File: config.mk
export PLATFORM = sky130hd
export DESIGN_NAME = distance_vector_route_table_flat
export DESIGN_NICKNAME = d
export VERILOG_FILES = /design/src/rtl/dvrt_pkg.sv /design/src/rtl/dvrt_if.sv /design/src/rtl/dvrt_mem.sv /design/src/rtl/dvrt_ctrl.sv /design/src/rtl/distance_vector_route_table.sv /design/src/flat_wrapper.sv
export SDC_FILE = /design/constraint.sdc
export NUM_CORES = 2
export LEC_CHECK = 0
export BUFFER_PORTS_ARGS = -buffer_cell sky130_fd_sc_hd__buf_4
export CELL_PAD_IN_SITES_DETAIL_PLACEMENT = 2
export CELL_PAD_IN_SITES_GLOBAL_PLACEMENT = 2
export CORE_MARGIN = 10
export CORE_UTILIZATION = 45
export DETAILED_ROUTE_END_ITERATION = 8
export PLACE_DENSITY_LB_ADDON = 0.1
export SETUP_SLACK_MARGIN = 0.4
export SYNTH_ARGS = -nofsm -noshare
export SYNTH_HDL_FRONTEND = slang
export SYNTH_SLANG_ARGS = --single-unit
File: constraint.sdc
create_clock -name clk -period 10.6 [get_ports clk]
set_input_delay 1.59 -clock clk [delete_from_list [all_inputs] [get_ports clk]]
set_output_delay 1.59 -clock clk [all_outputs]
set_load 0.02 [all_outputs]
File: src/rtl/dvrt_pkg.sv
// Types and constants shared by the route table modules.
// No dependencies; every other file depends on this package.
`timescale 1ns / 1ps

package dvrt_pkg;

	localparam int CFG_IDX_W  = 2;
	localparam int CFG_DATA_W = 32;

	// Configuration register indexes.
	localparam logic [CFG_IDX_W-1:0] CFG_OWN_ID    = 2'd0;
	localparam logic [CFG_IDX_W-1:0] CFG_RESERVED  = 2'd1;
	localparam logic [CFG_IDX_W-1:0] CFG_TIMEOUT   = 2'd2;

	localparam logic [15:0] OWN_ID_RESET   = 16'd1;
	localparam logic [15:0] RESERVED_RESET = 16'd16;
	localparam logic [31:0] TIMEOUT_RESET  = 32'd30000;

	// Command codes.
	localparam logic [2:0] CMD_UPDATE = 3'd0;
	localparam logic [2:0] CMD_AGE    = 3'd1;
	localparam logic [2:0] CMD_IFDROP = 3'd2;
	localparam logic [2:0] CMD_ALLOC  = 3'd3;
	localparam logic [2:0] CMD_LOOKUP = 3'd4;

	// Status codes.
	localparam logic [2:0] ST_OK        = 3'd0;
	localparam logic [2:0] ST_NO_CHANGE = 3'd1;
	localparam logic [2:0] ST_OWN_ID    = 3'd2;
	localparam logic [2:0] ST_FULL      = 3'd3;
	localparam logic [2:0] ST_NOT_FOUND = 3'd4;

	typedef struct packed {
		logic [15:0] own_device_id;
		logic [15:0] reserved_id_count;
		logic [31:0] entry_timeout;
	} cfg_t;

	typedef struct packed {
		logic [2:0]  command;
		logic [15:0] node_addr;
		logic [7:0]  link_id;
		logic [7:0]  distance;
		logic [31:0] time_now;
	} req_t;

	typedef struct packed {
		logic [2:0]  status;
		logic        found;
		logic [7:0]  route_distance;
		logic [7:0]  route_interface;
		logic [15:0] new_device_id;
		logic [5:0]  removed_count;
		logic [5:0]  entry_count;
	} rsp_t;

	typedef struct packed {
		logic [15:0] device;
		logic [7:0]  distance;
		logic [7:0]  link_id;
		logic [31:0] seen_time;
	} entry_t;

endpackage

File: src/rtl/dvrt_if.sv
// Request and response channel interfaces of the route table.
// Depends on dvrt_pkg for the payload types.
`timescale 1ns / 1ps

interface dvrt_req_if;
	logic          valid;
	logic          ready;
	dvrt_pkg::req_t data;

	modport source (output valid, output data, input ready);
	modport sink   (input valid, input data, output ready);
endinterface

interface dvrt_rsp_if;
	logic          valid;
	logic          ready;
	dvrt_pkg::rsp_t data;

	modport source (output valid, output data, input ready);
	modport sink   (input valid, input data, output ready);
endinterface

File: src/rtl/dvrt_mem.sv
// Route entry storage: one write port and one registered read port.
// Depends on dvrt_pkg for the entry layout.
`timescale 1ns / 1ps

module dvrt_mem #(
	parameter int DEPTH = 32
) (
	input  logic                     clk,
	input  logic                     wr_en,
	input  logic [$clog2(DEPTH)-1:0] wr_addr,
	input  dvrt_pkg::entry_t         wr_data,
	input  logic                     rd_en,
	input  logic [$clog2(DEPTH)-1:0] rd_addr,
	output dvrt_pkg::entry_t         rd_data
);
	import dvrt_pkg::*;

	entry_t mem [DEPTH];

	always_ff @(posedge clk) begin
		if (wr_en) begin
			mem[wr_addr] <= wr_data;
		end
	end

	always_ff @(posedge clk) begin
		if (rd_en) begin
			rd_data <= mem[rd_addr];
		end
	end

endmodule

File: src/rtl/dvrt_ctrl.sv
// Request sequencer: table scans, compaction sweeps, id allocation and the
// response register. Depends on dvrt_pkg, dvrt_if and an external dvrt_mem.
`timescale 1ns / 1ps

module dvrt_ctrl #(
	parameter int TABLE_DEPTH = 32
) (
	input  logic                           clk,
	input  logic                           arst_n,
	input  dvrt_pkg::cfg_t                 cfg,
	dvrt_req_if.sink                       req,
	dvrt_rsp_if.source                     rsp,
	output logic                           mem_wr_en,
	output logic [$clog2(TABLE_DEPTH)-1:0] mem_wr_addr,
	output dvrt_pkg::entry_t               mem_wr_data,
	output logic                           mem_rd_en,
	output logic [$clog2(TABLE_DEPTH)-1:0] mem_rd_addr,
	input  dvrt_pkg::entry_t               mem_rd_data
);
	import dvrt_pkg::*;

	localparam int AW = $clog2(TABLE_DEPTH);
	localparam int CW = $clog2(TABLE_DEPTH + 1);
	localparam logic [CW-1:0] DEPTH_C = CW'(TABLE_DEPTH);

	typedef enum logic [1:0] {S_IDLE, S_SCAN, S_SWEEP, S_EMIT} state_t;

	state_t        state_q;
	req_t          req_q;
	logic [2:0]    st_q;
	logic          found_q;
	logic [7:0]    rdist_q;
	logic [7:0]    rif_q;
	logic [15:0]   newid_q;
	rsp_t          out_q;
	logic          out_valid_q;
	logic [CW-1:0] count_q;
	logic [CW-1:0] rd_ptr_q;
	logic [CW-1:0] wr_q;
	logic [CW-1:0] rem_q;
	logic [15:0]   next_cand_q;
	logic [15:0]   cand_q;
	logic [15:0]   start_q;
	logic          pend_s1;
	logic [AW-1:0] idx_s1;

	logic [15:0] lowest_c;
	logic [15:0] start_c;
	logic [15:0] next_c;
	logic [15:0] key_c;
	logic [31:0] age_c;
	logic        drop_c;
	logic        hit_c;
	logic        done_c;
	logic        issue_c;
	logic        upd_take_c;
	logic        emit_c;
	logic [2:0]  first_st_c;
	entry_t      upd_entry_c;
	entry_t      new_entry_c;
	rsp_t        emit_data_c;

	assign req.ready = (state_q == S_IDLE);
	assign rsp.valid = out_valid_q;
	assign rsp.data  = out_q;

	// A reserved count of zero acts as one so that id zero is never handed out.
	assign lowest_c = (cfg.reserved_id_count == 16'd0) ? 16'd1 : cfg.reserved_id_count;
	assign start_c  = (next_cand_q < lowest_c) ? lowest_c : next_cand_q;
	assign next_c   = (cand_q == 16'hFFFF) ? lowest_c : cand_q + 16'd1;
	assign key_c    = (req_q.command == CMD_ALLOC) ? cand_q : req_q.node_addr;

	assign first_st_c = (req.data.command == CMD_UPDATE &&
	                     req.data.node_addr == cfg.own_device_id) ? ST_OWN_ID : ST_NO_CHANGE;

	assign age_c  = req_q.time_now - mem_rd_data.seen_time;
	assign drop_c = (req_q.command == CMD_AGE) ? (age_c > cfg.entry_timeout)
	                                            : (mem_rd_data.link_id == req_q.link_id);

	// Read data arrives in the cycle after the address; pend_s1 marks it as live.
	assign hit_c   = (state_q == S_SCAN) && pend_s1 && (mem_rd_data.device == key_c);
	assign done_c  = !pend_s1 && (rd_ptr_q >= count_q);
	assign issue_c = (((state_q == S_SCAN) && !hit_c) || (state_q == S_SWEEP))
	                 && (rd_ptr_q < count_q);

	assign upd_take_c = (mem_rd_data.distance >= req_q.distance);

	// The response register loads when it is empty or being drained this cycle.
	assign emit_c = (state_q == S_EMIT) && (!out_valid_q || rsp.ready);

	always_comb begin
		upd_entry_c           = mem_rd_data;
		upd_entry_c.distance  = req_q.distance;
		upd_entry_c.seen_time = req_q.time_now;
		if (mem_rd_data.distance != req_q.distance) begin
			upd_entry_c.link_id = req_q.link_id;
		end
		new_entry_c.device    = req_q.node_addr;
		new_entry_c.distance  = req_q.distance;
		new_entry_c.link_id   = req_q.link_id;
		new_entry_c.seen_time = req_q.time_now;
	end

	always_comb begin
		emit_data_c.status          = st_q;
		emit_data_c.found           = found_q;
		emit_data_c.route_distance  = rdist_q;
		emit_data_c.route_interface = rif_q;
		emit_data_c.new_device_id   = newid_q;
		emit_data_c.removed_count   = 6'(rem_q);
		emit_data_c.entry_count     = 6'(count_q);
	end

	assign mem_rd_en   = issue_c;
	assign mem_rd_addr = rd_ptr_q[AW-1:0];

	always_comb begin
		mem_wr_en   = 1'b0;
		mem_wr_addr = idx_s1;
		mem_wr_data = upd_entry_c;
		if (state_q == S_SCAN && req_q.command == CMD_UPDATE) begin
			if (hit_c && upd_take_c) begin
				mem_wr_en = 1'b1;
			end else if (!hit_c && done_c && count_q < DEPTH_C) begin
				mem_wr_en   = 1'b1;
				mem_wr_addr = count_q[AW-1:0];
				mem_wr_data = new_entry_c;
			end
		end else if (state_q == S_SWEEP && pend_s1 && !drop_c) begin
			// Kept entries slide down; the write slot never passes the read slot.
			mem_wr_en   = 1'b1;
			mem_wr_addr = wr_q[AW-1:0];
			mem_wr_data = mem_rd_data;
		end
	end

	always_ff @(posedge clk or negedge arst_n) begin
		if (!arst_n) begin
			state_q     <= S_IDLE;
			out_valid_q <= 1'b0;
			count_q     <= '0;
			next_cand_q <= RESERVED_RESET;
			pend_s1     <= 1'b0;
			rd_ptr_q    <= '0;
			wr_q        <= '0;
			rem_q       <= '0;
			cand_q      <= '0;
			start_q     <= '0;
			idx_s1      <= '0;
			req_q       <= '0;
			st_q        <= ST_NO_CHANGE;
			found_q     <= 1'b0;
			rdist_q     <= '0;
			rif_q       <= '0;
			newid_q     <= '0;
			out_q       <= '0;
		end else begin
			pend_s1 <= issue_c;
			idx_s1  <= rd_ptr_q[AW-1:0];
			if (emit_c) begin
				out_valid_q <= 1'b1;
			end else if (rsp.ready) begin
				out_valid_q <= 1'b0;
			end

			case (state_q)
				S_IDLE: begin
					if (req.valid) begin
						req_q    <= req.data;
						st_q     <= first_st_c;
						found_q  <= 1'b0;
						rdist_q  <= '0;
						rif_q    <= '0;
						newid_q  <= '0;
						rd_ptr_q <= '0;
						wr_q     <= '0;
						rem_q    <= '0;
						case (req.data.command)
							CMD_UPDATE: begin
								if (req.data.node_addr == cfg.own_device_id) begin
									state_q <= S_EMIT;
								end else begin
									state_q <= S_SCAN;
								end
							end
							CMD_LOOKUP: state_q <= S_SCAN;
							CMD_AGE, CMD_IFDROP: state_q <= S_SWEEP;
							CMD_ALLOC: begin
								cand_q  <= start_c;
								start_q <= start_c;
								state_q <= S_SCAN;
							end
							default: state_q <= S_EMIT;
						endcase
					end
				end

				S_SCAN: begin
					if (hit_c) begin
						case (req_q.command)
							CMD_UPDATE: begin
								st_q    <= upd_take_c ? ST_OK : ST_NO_CHANGE;
								state_q <= S_EMIT;
							end
							CMD_ALLOC: begin
								// Candidate is taken: try the next one, or give up
								// once the search is back at its start.
								if (next_c == start_q) begin
									st_q    <= ST_NOT_FOUND;
									state_q <= S_EMIT;
								end else begin
									cand_q   <= next_c;
									rd_ptr_q <= '0;
								end
							end
							default: begin
								st_q    <= ST_OK;
								found_q <= 1'b1;
								rdist_q <= mem_rd_data.distance;
								rif_q   <= mem_rd_data.link_id;
								state_q <= S_EMIT;
							end
						endcase
					end else if (done_c) begin
						case (req_q.command)
							CMD_UPDATE: begin
								if (count_q >= DEPTH_C) begin
									st_q <= ST_FULL;
								end else begin
									count_q <= count_q + CW'(1);
									st_q    <= ST_OK;
								end
							end
							CMD_ALLOC: begin
								st_q        <= ST_OK;
								newid_q     <= cand_q;
								next_cand_q <= next_c;
							end
							default: st_q <= ST_NOT_FOUND;
						endcase
						state_q <= S_EMIT;
					end else if (issue_c) begin
						rd_ptr_q <= rd_ptr_q + CW'(1);
					end
				end

				S_SWEEP: begin
					if (pend_s1) begin
						if (drop_c) begin
							rem_q <= rem_q + CW'(1);
						end else begin
							wr_q <= wr_q + CW'(1);
						end
					end
					if (done_c) begin
						count_q <= wr_q;
						st_q    <= ST_OK;
						state_q <= S_EMIT;
					end else if (issue_c) begin
						rd_ptr_q <= rd_ptr_q + CW'(1);
					end
				end

				S_EMIT: begin
					if (emit_c) begin
						out_q   <= emit_data_c;
						state_q <= S_IDLE;
					end
				end

				default: state_q <= S_IDLE;
			endcase
		end
	end

endmodule

File: src/rtl/distance_vector_route_table.sv
// Top level of the distance-vector route table: configuration registers,
// entry memory and sequencer. Depends on dvrt_pkg, dvrt_if, dvrt_mem, dvrt_ctrl.
//
//   channel   dir   handshake           payload
//   req       in    valid / ready       dvrt_pkg::req_t
//   rsp       out   valid / ready       dvrt_pkg::rsp_t
//   cfg       in    cfg_we              cfg_index, cfg_data
//
// Update, lookup, aging and interface removal issue at most one read per entry, wait out the
// read latency, then close the scan and post the result; sweeps compact through the single
// write port in the same pass. The sequencer returns to idle before it takes the next request.
// Allocation rescans the table per taken candidate. Reset empties the table at once.
// A new request is taken while the previous response waits; posting stalls until it leaves.
`timescale 1ns / 1ps

module distance_vector_route_table #(
	parameter int TABLE_DEPTH = 32
) (
	input  logic                                clk,
	input  logic                                arst_n,
	input  logic                                cfg_we,
	input  logic [dvrt_pkg::CFG_IDX_W-1:0]      cfg_index,
	input  logic [dvrt_pkg::CFG_DATA_W-1:0]     cfg_data,
	dvrt_req_if.sink                            req,
	dvrt_rsp_if.source                          rsp
);
	import dvrt_pkg::*;

	localparam int AW = $clog2(TABLE_DEPTH);

	cfg_t    cfg_q;
	logic    wr_en;
	logic    rd_en;
	logic [AW-1:0] wr_addr;
	logic [AW-1:0] rd_addr;
	entry_t  wr_data;
	entry_t  rd_data;

	always_ff @(posedge clk or negedge arst_n) begin
		if (!arst_n) begin
			cfg_q <= '{own_device_id: OWN_ID_RESET, reserved_id_count: RESERVED_RESET,
			           entry_timeout: TIMEOUT_RESET};
		end else if (cfg_we) begin
			case (cfg_index)
				CFG_OWN_ID:   cfg_q.own_device_id     <= cfg_data[15:0];
				CFG_RESERVED: cfg_q.reserved_id_count <= cfg_data[15:0];
				CFG_TIMEOUT:  cfg_q.entry_timeout     <= cfg_data[31:0];
				default: ;
			endcase
		end
	end

	dvrt_mem #(
		.DEPTH(TABLE_DEPTH)
	) u_mem (
		.clk     (clk),
		.wr_en   (wr_en),
		.wr_addr (wr_addr),
		.wr_data (wr_data),
		.rd_en   (rd_en),
		.rd_addr (rd_addr),
		.rd_data (rd_data)
	);

	dvrt_ctrl #(
		.TABLE_DEPTH(TABLE_DEPTH)
	) u_ctrl (
		.clk         (clk),
		.arst_n      (arst_n),
		.cfg         (cfg_q),
		.req         (req),
		.rsp         (rsp),
		.mem_wr_en   (wr_en),
		.mem_wr_addr (wr_addr),
		.mem_wr_data (wr_data),
		.mem_rd_en   (rd_en),
		.mem_rd_addr (rd_addr),
		.mem_rd_data (rd_data)
	);

endmodule

File: src/flat_wrapper.sv
// flat-port wrapper written by rule: the top's interface ports become plain ports
module distance_vector_route_table_flat import dvrt_pkg::*;
#(
	parameter int TABLE_DEPTH = 32
)
  (clk, arst_n, cfg_we, cfg_index, cfg_data, req_valid, req_data, req_ready, rsp_valid, rsp_data, rsp_ready);
  dvrt_req_if req_i ();
  dvrt_rsp_if rsp_i ();
  input  logic clk;
  input  logic arst_n;
  input  logic cfg_we;
  input  logic [dvrt_pkg::CFG_IDX_W-1:0] cfg_index;
  input  logic [dvrt_pkg::CFG_DATA_W-1:0] cfg_data;
  input wire logic [$bits(req_i.valid)-1:0] req_valid;
  input wire logic [$bits(req_i.data)-1:0] req_data;
  output wire logic [$bits(req_i.ready)-1:0] req_ready;
  output wire logic [$bits(rsp_i.valid)-1:0] rsp_valid;
  output wire logic [$bits(rsp_i.data)-1:0] rsp_data;
  input wire logic [$bits(rsp_i.ready)-1:0] rsp_ready;
  assign req_i.valid = req_valid;
  assign req_i.data = req_data;
  assign req_ready = req_i.ready;
  assign rsp_valid = rsp_i.valid;
  assign rsp_data = rsp_i.data;
  assign rsp_i.ready = rsp_ready;
  distance_vector_route_table #(.TABLE_DEPTH(TABLE_DEPTH)) u_core (.clk(clk), .arst_n(arst_n), .cfg_we(cfg_we), .cfg_index(cfg_index), .cfg_data(cfg_data), .req(req_i), .rsp(rsp_i));
endmodule
## Word-level counts from Yosys, hierarchy flattened

Memories as Yosys holds them, arrays and structs flattened. A register that Yosys moved wholly into a read port is not among the register bits.
Index checks and enable logic that the tools add are counted.

- $add $sub $neg: 6
- Magnitude comparators: 7
- Eq/ne operators: 36
- Multiplexer cells: 83
- Bitwise operators: 1
- Reduce and logical (&&, ||, !) cells: 48

Operators with widths:

| operator | number |
|---|---|
| 2-to-1 mux 16 bit | 13 |
| 2-to-1 mux 64 bit | 3 |
| 2-to-1 mux 6 bit | 15 |
| one-hot mux 16 bit (2 select lines) | 2 |
| equality test 16 bit | 3 |
| 2-to-1 mux 48 bit | 1 |
| 2-to-1 mux 8 bit | 6 |
| one-hot mux 6 bit (2 select lines) | 3 |
| > comparator 32 bit | 1 |
| one-hot mux 8 bit (2 select lines) | 2 |
| subtractor 32 bit | 1 |
| inequality test 2 bit (second input constant) | 13 |
| adder 6 x 1 -> 6 bit (second input constant) | 4 |
| 2-to-1 mux 5 bit | 4 |
| AND reduction 4 bit | 5 |
| 2-to-1 mux 2 bit | 9 |
| one-hot mux 6 bit (3 select lines) | 1 |
| adder 16 x 1 -> 16 bit (second input constant) | 1 |
| equality test 16 bit (second input constant) | 1 |
| logical NOT 16 bit | 1 |
| less-than comparator 16 bit | 1 |
| 2-to-1 mux 3 bit | 5 |
| logical AND 1 bit | 13 |
| 2-to-1 mux 1 bit | 13 |
| other kinds (32) | 60 |

- Bits in registers: 296
- RAM bits: 2048
- Output and inout bits: 50
- Logic and storage cells: 213
- Memories kept: 1

Memories:

| name | depth | width | rd ports | clocked after memory_dff | wr ports | line | RTL |
|---|---|---|---|---|---|---|---|
| u_core.u_mem.mem | 32 | 64 | 1 | 1 | 1 | dvrt_mem.sv:18 | `entry_t mem [DEPTH];` |

## Longest topological paths before layout

- Word-level depth: 12
- Gate-level depth with buffers: 24
- Gate-level depth less buffers: 23

## Cells and area by module

Synthesis repeated with hierarchy kept, for this count alone.

- Cells, all modules: 4928
- Area, all modules: 97723.7 um2

By module, submodules not included:

| module | times used | cells an instance | area each (um2) |
|---|---|---|---|
| dvrt_mem | 1 | 3096 | 79605.1 |
| dvrt_ctrl | 1 | 1696 | 15702.6 |
| distance_vector_route_table | 1 | 136 | 2416.1 |

## Worst setup path before layout

Ideal clock, no wire load.

- Kind: flip-flop to flip-flop
- Start point: register u_core.u_ctrl.req_q, in the netlist u_core.u_ctrl.new_entry_c[16]
- End point: memory u_core.u_mem.mem[8][0] (netlist name) (enable)
- Data arrival time: 8.855 ns
- Path slack: 1.180 ns
- Cell stages (with the launch flop): 23
- Path buffers: 2
- Clock period less this slack: 9.420 ns
- Cells stage by stage: dfrtp_1 > ha_1 > clkbuf_1 > a211o_1 > a21oi_1 > nor3b_1 > or4_1 > o2111ai_1 > nand4_1 > nor3b_1 > or3_1 > nand3_1 > ha_1 > nand4_1 > nor2_1 > nand2_1 > o211ai_1 > a31oi_1 > a21oi_1 > and3_1 > or2_2 > clkbuf_1 > nor3_1

- Word-level cells in the longest chain between the ends: 9
- Elaborated cells on any way between the ends: 11
- Classes of those cells: add/sub (1); order compare (1); mux (7); reduce/logical (2)

Ends and longest elaborated chain:

| what | line | RTL |
|---|---|---|
| start, declared | dvrt_ctrl.sv:29 | `req_t req_q;` |
| start signal, assigned | dvrt_ctrl.sv:169 | `req_q <= req.data;` |
| subtractor 32 bit * | dvrt_ctrl.sv:76 | `assign age_c = req_q.time_now - mem_rd_data.seen_time;` |
| > comparator 32 bit * | dvrt_ctrl.sv:77 | `assign drop_c = (req_q.command == CMD_AGE) ? (age_c > cfg.entry_timeout)` |
| 2-to-1 mux 1 bit * | dvrt_ctrl.sv:77 |  |
| logical NOT 1 bit * | dvrt_ctrl.sv:129 | `end else if (state_q == S_SWEEP && pend_s1 && !drop_c) begin` |
| logical AND 1 bit * | dvrt_ctrl.sv:129 |  |
| 2-to-1 mux 1 bit | dvrt_ctrl.sv:129 |  |
| 2-to-1 mux 1 bit | dvrt_ctrl.sv:121 | `if (state_q == S_SCAN && req_q.command == CMD_UPDATE) begin` |
| 2-to-1 mux 1 bit | dvrt_mem.sv:21 | `if (wr_en) begin` |
| 2-to-1 mux 1 bit (implied by the code) | dvrt_mem.sv:22 | `mem[wr_addr] <= wr_data;` |
| end, declared | dvrt_mem.sv:18 |  |

Every way passes the cells marked *; elsewhere a longest branch is shown, timed or not.

## Worst setup path in the final report

- Start point: register u_core.u_ctrl.req_q, in the netlist u_core.u_ctrl.new_entry_c[0]
- End point: memory u_core.u_mem.mem[10][14] (netlist name) (enable)

Same word-level chain as after synthesis.

==> results.sh <==
export IMPL_status="complete, no violations"
export IMPL_ys_seq_area_frac=0.727
export IMPL_crit_fanout=52
export IMPL_via_count=51900
export IMPL_grt_pass1_vias=56700
export IMPL_dp_cells=7747
export IMPL_grt_pass1_wl_um=457000
export IMPL_rows=170
export IMPL_slowest_delay_ns=0.98
export IMPL_postCtsSetupRepairBufs=0
export IMPL_drv_slew=0
export IMPL_finalWorstSetupSlack_ns=1.54
export IMPL_max_cap_violations=0
export IMPL_end_kind="flop"
export IMPL_p_seq_frac=0.434
export IMPL_worst_path_stages=25
export IMPL_core_area_um2=215000
export IMPL_grt_usage=0.270
export IMPL_syn_to_final_growth_pct=14.6
export IMPL_netlist_area_um2=97400
export IMPL_synth_warnings=0
export IMPL_p_per_area_nw_per_um2=276
export IMPL_worstMarginPinSlew_ns=1.33
export IMPL_drtIter0Drc=5712
export IMPL_switching_share=0.324
export IMPL_yosys_most_used_dff="edfxtp_1"
export IMPL_place_congestion=0.799
export IMPL_nFillCells=18500
export IMPL_cpMaxStageDelayCell="buf_4"
export IMPL_initial_core_util=0.453
export IMPL_critPathLaunchType="flop"
export IMPL_clkPwrFrac=0.309
export IMPL_wl_met1_um=130000
export IMPL_antenna_found_initial=12
export IMPL_power_mw=30.8
export IMPL_clockBufferDepth=4
export IMPL_grt_max_degree=129
export IMPL_ios=156
export IMPL_cts_buffers=276
export IMPL_max_freq_mhz=110
export IMPL_p_sw_mw=9.96
export IMPL_via_per_inst=6.31
export IMPL_port_buffers=155
export IMPL_wl_met3_um=19200
export IMPL_fin_skew_ns=0.0538
export IMPL_setup_tns_ns=0
export IMPL_ys_async_sr_fraction=0.123
export IMPL_crit_type="flop to flop"
export IMPL_stdcell_count=8227
export IMPL_drc=0
export IMPL_syn_nets=5052
export IMPL_period_needed_ns=9.06
export IMPL_dp_slack_ns=1.87
export IMPL_ctsResizeCount=0
export IMPL_ys_types=97
export IMPL_ant_nets=0
export IMPL_grt_overflow=0
export IMPL_leakage_nw=36.7
export IMPL_drive_gt1_frac=0.311
export IMPL_die_w_um=485
export IMPL_internal_power_mw=20.8
export IMPL_h_tree_depth=5
export IMPL_slew_headroom=0.109
export IMPL_avgSynthCellArea_um2=20.1
export IMPL_wl_per_cell_um=38.8
export IMPL_cp_arrival_ns=9.59
export IMPL_cts_hold_buf=0
export IMPL_dieArea_um2=235000
export IMPL_worst_r2r_cell_count=25
export IMPL_final_nets=5398
export IMPL_top_layer="met5"
export IMPL_setup_viol=0
export IMPL_clock_latency_ns=0.94
export IMPL_routed_wl_um=320000
export IMPL_yosys_register_bits=2408
export IMPL_cts_sinks=2408
export IMPL_die_h_um=485
export IMPL_drt_first_pass_iters=5
export IMPL_comb_power_share=0.257
export IMPL_rsz0062_at_grt="false"
export IMPL_hold_depth=2
export IMPL_cts_tree="built"
export IMPL_wl_met2_um=160000
export IMPL_required_ns=11.13
export IMPL_syn_inst=4843
export IMPL_synth_edf_count=2112
export IMPL_crit_buf_inv=4
export IMPL_peakVddDrop_v=0.000200
export IMPL_hold_viol=0
export IMPL_hp_class="flop to flop"
export IMPL_clockRootBuffer="clkbuf_16"
export IMPL_clkTransAtPathRegs_ns=0.06
export IMPL_period_share=0.855
export IMPL_dpl_hpwl_um=195000
export IMPL_cp_top_family="compound AO/OA/AOI/OAI gates"
cell usage in the layout (no fill, tap or decap), types with 25 or more instances in the layout:
cell type and n:
nor2_4 25, a21oi_1 73, nor2_1 93, mux4_2 640, clkbuf_1 81, o21ai_0 94, dfrtp_1 280, nand3_1 52
edfxtp_1 2112, a21o_1 29, mux2_2 255, xnor2_1 72, nand4_1 32, inv_1 154, clkbuf_16 292, nand2_1 164
clkinv_1 42, mux2i_1 34, ha_1 101, buf_4 291, o21ai_2 26
cells in the mapped netlist, drive strengths merged (15+ instances only):
master | instances | area share
buf | 55 | 0.0028
ha | 102 | 0.013
mux2 | 255 | 0.029
xor2 | 19 | 0.0017
nor2 | 119 | 0.0046
mux4 | 640 | 0.15
nand4 | 33 | 0.0023
dfrtp | 285 | 0.073
mux2i | 35 | 0.0037
edfxtp | 2112 | 0.65
o21ai | 143 | 0.0073
a21o | 30 | 0.0023
xnor2 | 72 | 0.0065
nand2 | 167 | 0.0065
inv | 154 | 0.0059
nand3 | 53 | 0.0029
nor4 | 20 | 0.0017
o211ai | 21 | 0.0016
a21oi | 75 | 0.0040
clkbuf | 179 | 0.0074
o21a | 15 | 0.0012
nor3 | 30 | 0.0016
cell type report:
type / count / area (µm²) / share of cell area
flip-flops and latches: 2408 / 70900 / 0.635
well taps: 2838 / 3550 / 0.0318
clock buffers: 387 / 7800 / 0.0699
diodes: 1 / 2.50 / 0.0000224
multi-input cells: 2045 / 25400 / 0.228
clock inverters: 90 / 946 / 0.00848
repair buffers: 303 / 2410 / 0.0216
inverters: 155 / 582 / 0.00521
per-layer routing:
layer	track usage	vias to the layer above
li1	-	20500
met1	0.364	28700
met2	0.453	2221
met3	0.0430	489
met4	0.0817	6
met5	0	-
tightest hold or removal path, cell delays in order (launching register included):
cell     delay (ns)
dfrtp_1        0.34
nand2_1        0.05
o31ai_1        0.06
power by group through the flow:
| stage | Combinational (mW) | Clock [mW] | Sequential (mW) |
|---|---|---|---|
| 2_1_floorplan | 4.54 | 0 | 13.3 |
| 3_3_place_gp | 7.27 | 0 | 13.5 |
| 3_5_place_dp | 7.79 | 0 | 13.5 |
| 4_1_cts | 7.90 | 9.68 | 13.4 |
| 5_1_grt | 8.56 | 10.1 | 13.4 |
| 6_report | 7.91 | 9.50 | 13.3 |
logic make-up (layout without fill, tap and decap cells):
kind of cell / count (synthesis) / in the layout / share of synthesized area
XOR/XNOR: 92 / 92 / 0.00843
flip-flops: 2408 / 2408 / 0.727
AO/OA/AOI/OAI: 415 / 415 / 0.0278
AND/OR/NAND/NOR: 505 / 505 / 0.0255
multiplexers: 930 / 930 / 0.181
adder cells (fa/ha/maj): 103 / 103 / 0.0133
buffers and inverters: 390 / 935 / 0.0163
other: 0 / 1 / 0
state kept, by name, indices dropped and copies added (netlist names):
register	flops
u_core.u_ctrl.start_q	16
u_core.u_ctrl.st_q	3
u_core.u_ctrl.next_cand_q	16
u_core.u_ctrl.pend_s1	1
u_core.u_ctrl.idx_s1	5
u_core.u_ctrl.state_q	2
u_core.u_ctrl.found_q	1
u_core.u_ctrl.req_q	3
u_core.u_ctrl.rsp.valid	1
u_core.u_ctrl.rsp.data	48
u_core.u_mem.rd_data	64
u_core.u_ctrl.rd_ptr_q	6
u_core.u_ctrl.wr_q	6
u_core.cfg_q	64
u_core.u_mem.mem	2048
u_core.u_ctrl.rdist_q	8
u_core.u_ctrl.cand_q	16
u_core.u_ctrl.newid_q	16
u_core.u_ctrl.count_q	6
u_core.u_ctrl.new_entry_c	64
u_core.u_ctrl.rem_q	6
u_core.u_ctrl.rif_q	8
worst paths after layout:
kind | start | to | slack (ns)
worst max register to register | u_core.u_ctrl.new_entry_c[0]$_DFFE_PN0P_ | u_core.u_mem.mem[10][14]$_DFFE_PP_ | 1.54
worst max-delay path | u_core.u_ctrl.new_entry_c[0]$_DFFE_PN0P_ | u_core.u_mem.mem[10][14]$_DFFE_PP_ | 1.54
max in group asynchronous | arst_n | u_core.cfg_q[21]$_DFFE_PN0P_ | 7.82
worst min-delay path | u_core.u_ctrl.newid_q[4]$_DFFE_PN0P_ | u_core.u_ctrl.newid_q[4]$_DFFE_PN0P_ | 0.48
worst min register to register | u_core.u_ctrl.newid_q[4]$_DFFE_PN0P_ | u_core.u_ctrl.newid_q[4]$_DFFE_PN0P_ | 0.48
min in group asynchronous | arst_n | u_core.u_ctrl.rsp.data[4]$_DFFE_PN0P_ | 0.63
through the flow:
stage | instance area (µm²) | hold WS (ns) | utilization
global route | 112000 | 0.509 | 0.519
floorplan | 97400 | 0.376 | -
global placement | 103000 | 0.461 | 0.478
CTS | 112000 | 0.483 | 0.519
finish | 112000 | 0.479 | 0.519
detailed placement | 103000 | 0.469 | 0.478
Note: power is estimated with default switching activity, not from simulation.
